===== config.mk =====
export PLATFORM = sky130hd
export DESIGN_NAME = rnpa_ctrl
export DESIGN_NICKNAME = d
export VERILOG_FILES = /design/src/sv/rnpa_pkg.sv /design/src/sv/rnpa_ctrl.sv
export SDC_FILE = /design/constraint.sdc
export NUM_CORES = 1
export LEC_CHECK = 0
export ABC_AREA = 1
export BUFFER_PORTS_ARGS = -buffer_cell sky130_fd_sc_hd__clkbuf_2
export CAP_MARGIN = 15
export CORE_ASPECT_RATIO = 1.25
export CORE_MARGIN = 10
export CORE_UTILIZATION = 45
export DETAILED_ROUTE_END_ITERATION = 12
export GPL_TIMING_DRIVEN = 0
export PLACE_DENSITY = 0.61
export SLEW_MARGIN = 20
export SYNTH_ARGS = -nofsm -noshare
export SYNTH_HDL_FRONTEND = slang
export SYNTH_SLANG_ARGS = --single-unit

===== constraint.sdc =====
create_clock -name clk -period 5.2 [get_ports clk]
set_clock_uncertainty 0.15 [all_clocks]
set_input_delay 0.26 -clock clk [delete_from_list [all_inputs] [get_ports clk]]
set_output_delay 0.26 -clock clk [all_outputs]
set_load 0.05 [all_outputs]

===== src/sv/rnpa_pkg.sv =====
// ----------------------------------------------------------------------------
// rnpa_pkg
// shared types and constants of the ratio normalized profile averager
// ----------------------------------------------------------------------------
package rnpa_pkg;

  localparam int SMP_W  = 16;
  localparam int RB_W   = 10;
  localparam int BIN_W  = 11;
  localparam int CNT_W  = 24;
  localparam int AVG_W  = 48;
  localparam int SUM_W  = 64;
  localparam int CFG_W  = 24;
  localparam int CFGA_W = 2;
  localparam int DVD_W  = 64;
  localparam int DVS_W  = 31;
  localparam int IN_W   = 48;
  localparam int OUT_W  = 80;

  localparam logic [CFGA_W-1:0] CFG_BINS_IN_USE = 2'd0;
  localparam logic [CFGA_W-1:0] CFG_REF_BIN     = 2'd1;
  localparam logic [CFGA_W-1:0] CFG_SHOTS       = 2'd2;

  localparam logic [BIN_W-1:0] BINS_RST  = 11'd1024;
  localparam logic [CFG_W-1:0] SHOTS_RST = 24'd1000;

  typedef struct packed {
    logic st_we;
    logic st_re;
    logic acc_re;
    logic acc_we;
    logic clr_we;
    logic ref_load;
    logic ref_zero;
    logic mul;
    logic div_ratio;
    logic div_avg;
    logic load_out;
    logic out_read;
    logic out_none;
    logic done_flag;
  } cmd_t;

  typedef struct packed {
    logic den_zero;
    logic cnt_zero;
    logic div_busy;
    logic div_done;
  } sts_t;

endpackage


===== src/sv/rnpa_ctrl.sv =====
// ----------------------------------------------------------------------------
// rnpa_ctrl
// controller: registers, bin and shot counters, bin walk and clearing
// ----------------------------------------------------------------------------
module rnpa_ctrl
  import rnpa_pkg::*;
#(
  parameter int MAX_BINS = 1024
) (
  input  logic                         clk,
  input  logic                         rst,
  input  logic                         cfg_we,
  input  logic [CFGA_W-1:0]            cfg_addr,
  input  logic [CFG_W-1:0]             cfg_wdata,
  input  logic                         in_valid,
  output logic                         in_ready,
  input  logic                         op,
  input  logic [RB_W-1:0]              read_bin,
  output logic                         out_valid,
  input  logic                         out_ready,
  output cmd_t                         cmd,
  input  sts_t                         sts,
  output logic [$clog2(MAX_BINS)-1:0]  st_addr,
  output logic [$clog2(MAX_BINS):0]    acc_addr
);

  localparam int AW = $clog2(MAX_BINS);

  localparam logic [3:0] S_CLR    = 4'd0;
  localparam logic [3:0] S_IDLE   = 4'd1;
  localparam logic [3:0] S_REF_RD = 4'd2;
  localparam logic [3:0] S_REF_LD = 4'd3;
  localparam logic [3:0] S_BIN_RD = 4'd4;
  localparam logic [3:0] S_BIN_MU = 4'd5;
  localparam logic [3:0] S_BIN_CK = 4'd6;
  localparam logic [3:0] S_BIN_DV = 4'd7;
  localparam logic [3:0] S_BIN_WR = 4'd8;
  localparam logic [3:0] S_RD_CK  = 4'd9;
  localparam logic [3:0] S_RD_DV  = 4'd10;

  logic [3:0]       state, state_next;
  logic [BIN_W-1:0] bins_in_use;
  logic [RB_W-1:0]  ref_bin;
  logic [CFG_W-1:0] shots_per_profile;
  logic [AW-1:0]    pos, pos_next;
  logic [AW-1:0]    idx, idx_next;
  logic [AW-1:0]    cidx, cidx_next;
  logic             cbank, cbank_next;
  logic             clr_both, clr_both_next;
  logic             pend_done, pend_done_next;
  logic [CFG_W-1:0] shot, shot_next;
  logic             bank, bank_next;
  logic [AW-1:0]    rb, rb_next;
  logic             rb_oob, rb_oob_next;
  logic [AW:0]      nb;
  logic [CFG_W-1:0] spp;
  logic             accept;
  logic             last_pos;
  logic             last_idx;
  logic             last_shot;

  always_comb begin
    if (bins_in_use == '0) nb = (AW+1)'(1);
    else if (32'(bins_in_use) > MAX_BINS) nb = (AW+1)'(MAX_BINS);
    else nb = (AW+1)'(bins_in_use);
  end

  assign spp       = (shots_per_profile == '0) ? CFG_W'(1) : shots_per_profile;
  assign in_ready  = (state == S_IDLE) && !out_valid;
  assign accept    = in_valid && in_ready;
  assign last_pos  = ({1'b0, pos} + 1'b1) >= nb;
  assign last_idx  = ({1'b0, idx} + 1'b1) >= nb;
  assign last_shot = ({1'b0, shot} + 1'b1) >= {1'b0, spp};

  always_ff @(posedge clk) begin
    if (rst) begin
      bins_in_use       <= BINS_RST;
      ref_bin           <= '0;
      shots_per_profile <= SHOTS_RST;
    end else if (cfg_we) begin
      unique case (cfg_addr)
        CFG_BINS_IN_USE: bins_in_use       <= cfg_wdata[BIN_W-1:0];
        CFG_REF_BIN:     ref_bin           <= cfg_wdata[RB_W-1:0];
        CFG_SHOTS:       shots_per_profile <= cfg_wdata;
        default: ;
      endcase
    end
  end

  always_comb begin
    state_next     = state;
    pos_next       = pos;
    idx_next       = idx;
    cidx_next      = cidx;
    cbank_next     = cbank;
    clr_both_next  = clr_both;
    pend_done_next = pend_done;
    shot_next      = shot;
    bank_next      = bank;
    rb_next        = rb;
    rb_oob_next    = rb_oob;
    cmd            = '0;
    st_addr        = idx;
    acc_addr       = {bank, idx};
    unique case (state)
      S_CLR: begin
        acc_addr   = {cbank, cidx};
        cmd.clr_we = 1'b1;
        if (32'(cidx) == MAX_BINS - 1) begin
          cidx_next = '0;
          if (clr_both && !cbank) begin
            cbank_next = 1'b1;
          end else begin
            clr_both_next  = 1'b0;
            pend_done_next = 1'b0;
            cmd.load_out   = pend_done;
            cmd.done_flag  = pend_done;
            state_next     = S_IDLE;
          end
        end else begin
          cidx_next = cidx + 1'b1;
        end
      end
      S_IDLE: begin
        st_addr  = pos;
        acc_addr = {~bank, AW'(read_bin)};
        if (accept) begin
          if (!op) begin
            cmd.st_we = 1'b1;
            if (last_pos) begin
              pos_next   = '0;
              state_next = S_REF_RD;
            end else begin
              pos_next     = pos + 1'b1;
              cmd.load_out = 1'b1;
            end
          end else begin
            cmd.acc_re  = 1'b1;
            rb_oob_next = 32'(read_bin) >= MAX_BINS;
            rb_next     = AW'(read_bin);
            state_next  = S_RD_CK;
          end
        end
      end
      S_REF_RD: begin
        st_addr    = AW'(ref_bin);
        cmd.st_re  = 1'b1;
        state_next = S_REF_LD;
      end
      S_REF_LD: begin
        cmd.ref_load = 1'b1;
        cmd.ref_zero = !(32'(ref_bin) < 32'(nb));
        idx_next     = '0;
        state_next   = S_BIN_RD;
      end
      S_BIN_RD: begin
        cmd.st_re  = 1'b1;
        cmd.acc_re = 1'b1;
        state_next = S_BIN_MU;
      end
      S_BIN_MU: begin
        cmd.mul    = 1'b1;
        state_next = S_BIN_CK;
      end
      S_BIN_CK, S_BIN_WR: begin
        if (state == S_BIN_CK && !sts.den_zero) begin
          cmd.div_ratio = 1'b1;
          state_next    = S_BIN_DV;
        end else begin
          cmd.acc_we = (state == S_BIN_WR);
          if (!last_idx) begin
            idx_next   = idx + 1'b1;
            state_next = S_BIN_RD;
          end else if (last_shot) begin
            shot_next      = '0;
            bank_next      = ~bank;
            cbank_next     = ~bank;
            cidx_next      = '0;
            clr_both_next  = 1'b0;
            pend_done_next = 1'b1;
            state_next     = S_CLR;
          end else begin
            shot_next    = shot + 1'b1;
            cmd.load_out = 1'b1;
            state_next   = S_IDLE;
          end
        end
      end
      S_BIN_DV: begin
        if (sts.div_done) state_next = S_BIN_WR;
      end
      S_RD_CK: begin
        if (rb_oob || sts.cnt_zero) begin
          cmd.load_out = 1'b1;
          cmd.out_none = 1'b1;
          state_next   = S_IDLE;
        end else begin
          cmd.div_avg = 1'b1;
          state_next  = S_RD_DV;
        end
      end
      S_RD_DV: begin
        acc_addr = {~bank, rb};
        if (sts.div_done) begin
          cmd.load_out = 1'b1;
          cmd.out_read = 1'b1;
          state_next   = S_IDLE;
        end
      end
      default: state_next = S_CLR;
    endcase
  end

  always_ff @(posedge clk) begin
    if (rst) begin
      state     <= S_CLR;
      pos       <= '0;
      idx       <= '0;
      cidx      <= '0;
      cbank     <= 1'b0;
      clr_both  <= 1'b1;
      pend_done <= 1'b0;
      shot      <= '0;
      bank      <= 1'b0;
      out_valid <= 1'b0;
      rb        <= '0;
      rb_oob    <= 1'b0;
    end else begin
      state     <= state_next;
      pos       <= pos_next;
      idx       <= idx_next;
      cidx      <= cidx_next;
      cbank     <= cbank_next;
      clr_both  <= clr_both_next;
      pend_done <= pend_done_next;
      shot      <= shot_next;
      bank      <= bank_next;
      rb        <= rb_next;
      rb_oob    <= rb_oob_next;
      if (cmd.load_out) out_valid <= 1'b1;
      else if (out_ready) out_valid <= 1'b0;
    end
  end

endmodule


After elaboration in Yosys (flattened, before gate mapping)

Cells that the tools add are included.

Logic and storage cells: 157
Register bits after elaboration: 118
Bits of input ports: 46
Output and inout port bits: 37

Reduce and logical (&&, ||, !) cells: 29
Equal/unequal tests: 24
Bitwise gates (word level): 3
Magnitude comparators: 5
Multiplexer cells: 75
Add/sub/neg operators: 7

Operator list:

| kind                                                                  | number |
|---|---|
| 10-bit two-way mux                                                    | 7 |
| 10-bit case mux with 2 select lines                                   | 3 |
| 24-bit two-way mux                                                    | 2 |
| 1-bit two-way mux                                                     | 42 |
| 4-bit case mux with 10 select lines                                   | 1 |
| 11-bit case mux with 3 select lines                                   | 1 |
| 4-bit two-way mux                                                     | 8 |
| 10-bit by 1-bit adder with 10-bit output, second input constant       | 3 |
| 24-bit by 1-bit adder with 25-bit output, second input constant       | 1 |
| 25-bit by 24-bit greater-or-equal comparator with 1-bit output        | 1 |
| 24-bit by 1-bit adder with 24-bit output, second input constant       | 1 |
| 24-bit zero test                                                      | 1 |
| 10-bit by 1-bit adder with 11-bit output, second input constant       | 2 |
| 11-bit greater-or-equal comparator                                    | 2 |
| 11-bit two-way mux                                                    | 2 |
| 2-bit inequality test, second input constant                          | 10 |
| 6-bit AND reduction                                                   | 3 |
| 4-bit by 3-bit equality test with 1-bit output, second input constant | 4 |
| 4-bit equality test, second input constant                            | 3 |
| 3-bit AND reduction                                                   | 4 |
| 11-bit > comparator, second input constant                            | 1 |
| 11-bit zero test                                                      | 1 |
| 10-bit by 11-bit less-than comparator with 1-bit output               | 1 |
| 10-bit equality test, second input constant                           | 1 |
| 18 further kinds                                                      | 38 |

Logic depth before layout (Yosys ltp)

Word-level depth: 9
Mapped depth: 22
Mapped depth without buffers: 22

Worst setup path after synthesis

Ideal clock, no wire load.

Path kind: reg2out
Start point: reg idx[0]
End point: out cmd[3] (netlist name)
Arrival: 2.873 ns
Required time: 4.790 ns
Stages on the path, launching flop included: 15
Path slack: 1.917 ns
Cell sequence: dfxtp_1 ha_1 nand3_1 inv_1 nand3_1 nor3b_1 xor2_1 ha_1 nand3_1 or3_1 nand3_1 nand3_2 inv_2 nand2_1 nand2_1

RTL lines:

| element                | line             | RTL |
|---|---|---|
| from (decl)            | rnpa_ctrl.sv:46  | `logic [AW-1:0] idx, idx_next;` |
| from (signal assigned) | rnpa_ctrl.sv:231 | `idx <= idx_next;` |
| to (decl)              | rnpa_ctrl.sv:21  | `output cmd_t cmd,` |

==> run_results.csv <==
group,metric,value,unit
outcome,status,"finished, violations left",
outcome,violations,"negative hold slack",
place,dpl.cell_count,1391,
power_and_ir_drop,ir_drop,0.204,mV
cts,post_cts_buffers,0,
synthesis,synth.cell_area,7420,um^2
worst_setup_path,crit_top_cell,"nand3_1",
cts,insertion_delay,0.42,ns
power_and_ir_drop,p_leak,3.99,nW
die,start_util,0.458,
grt,overflow,0,
place,gp_congestion,0.945,
cts,cts_resized,0,
finish,postLayoutCoreUtil,0.559,
worst_setup_path,path_class,"flip-flop to output port",
finish,nFillCells,1643,
timing,maxSlewHeadroom,0.458,
finish,drive_above_1_share,0.122,
flow_run,max_cap_violations,0,
route,num_vias,7538,
synthesis,synth_fp_nets,1199,
cts,cts.sinks,118,
worst_setup_path,crit_fanout,8,
die,core_area,16200,um^2
timing,rsz0062_at_grt,"no",
die,num_rows,52,
timing,tightest_slew,0.814,ns
route,detail_route.iter0.violations,507,
grt,antenna_found_initial,1,
synthesis,ys_seq_elements,118,
finish,syn2layout_area_growth,22.0,%
power_and_ir_drop,powerDensity,260,nW/um^2
cts,htreeDepth,4,
route,detail-route-antenna-nets,0,
worst_hold_path,hold_path.class,"input port to flip-flop",
cts,root_buffer,"clkbuf_16",
grt,grt_pass1_vias,7386,
cts,clkSlewWorstSetupHoldPaths,0.06,ns
synthesis,synthTopCellsByArea,"dfxtp_1 32%, nand2_1 14%, ha_1 9.9%",
worst_setup_path,crit_path_end_kind,"output port",
worst_setup_path,path_cells,"ha_1, nand3_1, inv_1, nand3_1, nor3b_1, xor2_1, ha_1, nand3_1, or3_1, nand3_1, nand3_2, inv_2, nand2_1, nand2_1, clkbuf_2",
place,place_hpwl,17.9,mm
worst_setup_path,start_kind,"flip-flop",
cts,clk_path_buf_depth,2,
synthesis,synthArstFlopShare,0,
finish,ff_latch_area,2360,um^2
synthesis,yosysSeqAreaShare,0.318,
grt,grt_pass1_wl,37.2,mm
finish,final_cell_count_no_fill,1458,
worst_setup_path,arrival,4.03,ns
timing,fmax,225,MHz
power_and_ir_drop,totalPowerFinal,2.35,mW
synthesis,syn_avg_cell_area,6.78,um^2
die,io_pins,83,
synthesis,yosysTopAreaCellShare,0.318,
timing,finalCritPeriodShare,0.854,
cts,cts_inserted_buffers,17,
synthesis,synthCells,1094,
worst_setup_path,slowest_stage,"dfxtp_1",
finish,mostFrequentLayoutCells,"276 x nand2_1, 125 x nor2_1, 118 x dfxtp_1",
route,vias_per_cell,5.17,
synthesis,synth_area_leader_cell,"dfxtp_1",
finish,final_nets,1333,
route,route.detailed.drc,0,
place,port_buffers,81,
cts,cts_tree,"yes",
synthesis,synth_ff_type,"dfxtp_1",
die,dieHeight,164,um
synthesis,ys_warn_count,0,
die,die_area,22100,um^2
timing,fin_crit,4.44,ns
timing,holdWs,-0.00231,ns
synthesis,synth_edf_count,0,
die,die_w,135,um
timing,finalHoldViolations,1,
timing,drv_slew,0,
worst_setup_path,worstPathRequired,4.79,ns
timing,setup_violations,0,
route,wirelength,23.1,mm
route,drt_pre_antenna_iters,6,
finish,final_common_cell,"nand2_1",
worst_setup_path,cp_slowest_stage_delay,0.51,ns
synthesis,yosysUniqueCellTypes,44,
timing,tns,0,ns
route,wl_per_cell,15.8,um
grt,grt_usage,0.212,
finish,multi_input_area,4460,um^2
grt,grt_max_degree,17,
worst max-delay path, delay by kind of cell, from the launching register on:
family / cells / cell delay (ns)
xor gates and xnor gates: 1 / 0.14
adders and majority gates: 2 / 0.59
buffers and inverters: 3 / 0.61
DFF: 1 / 0.51
and+or+nand+nor: 9 / 1.73
through the flow:
step           setup slack, ns  cell area (um^2)
6_report                 0.758              9050
3_5_place_dp              1.23              8100
2_1_floorplan             1.92              7420
3_3_place_gp              1.22              8100
5_1_grt                  0.405              9050
4_1_cts                  0.760              9050
final timing paths:
kind | startpoint | depth (start not counted) | slack (ns) | endpoint
max | idx[1] | 15 | 0.76 | cmd[3]
min | cfg_wdata[14] | 3 | -0.002 | shots_per_profile[14]
max reg2reg | shot[0] | 20 | 1.26 | shot[7]
min reg2reg | clr_both | 2 | 0.31 | clr_both
power by group:
part           internal (mW)  switching, mW  total [mW]
logic                 0.0718          0.111       0.183
registers              0.924         0.0128       0.937
clock network          0.769          0.463        1.23
synthesized netlist by cell type (all sizes together), types with 5 or more instances:
library cell	count
nand2	280
nor2	134
dfxtp	118
inv	117
a21oi	102
o21ai	63
ha	59
nand3	56
xor2	29
clkbuf	25
nand4	21
nor3	20
o211ai	15
buf	9
xnor2	9
o2111ai	8
nand3b	5
per-layer routing:
metal,vias up,share of wire,track usage
met1,3428,0.42,0.239
li1,3883,-,-
met3,41,0.057,0.0547
met4,0,0.026,0.0818
met5,-,0,0
met2,186,0.50,0.370
flip-flops by register name, summed over array words and instances, names as in the netlist:
register	count
shot	24
shots_per_profile	24
bins_in_use	11
cidx	10
idx	10
pos	10
rb	10
ref_bin	10
state	4
bank	1
cbank	1
clr_both	1
out_valid	1
pend_done	1
cell families after synthesis:
kind of cell | Yosys count | share of synthesized area
buffers and inverters | 153 | 0.0806
AOI/OAI and AO/OA | 198 | 0.148
and+or+nand+nor | 528 | 0.309
adders and majority gates | 59 | 0.0995
xor gates and xnor gates | 38 | 0.0449
DFF | 118 | 0.318
cell type report:
class,count,share of cell area
multi-input cells,823,0.492
flip-flops and latches,118,0.261
repair buffers,115,0.0824
inverters,119,0.0496
clock buffers,18,0.0485
well taps,216,0.0298
clock inverters,14,0.0196
plain buffers,34,0.0164
diodes,1,0.000276
what timing repair did:
item | CTS | global route
hold endpoints to repair | 44 | 0
hold buffers | 34 | 0
endpoints found under the setup margin | 0 | 0
No activity file was read; power rests on OpenSTA's default activity.
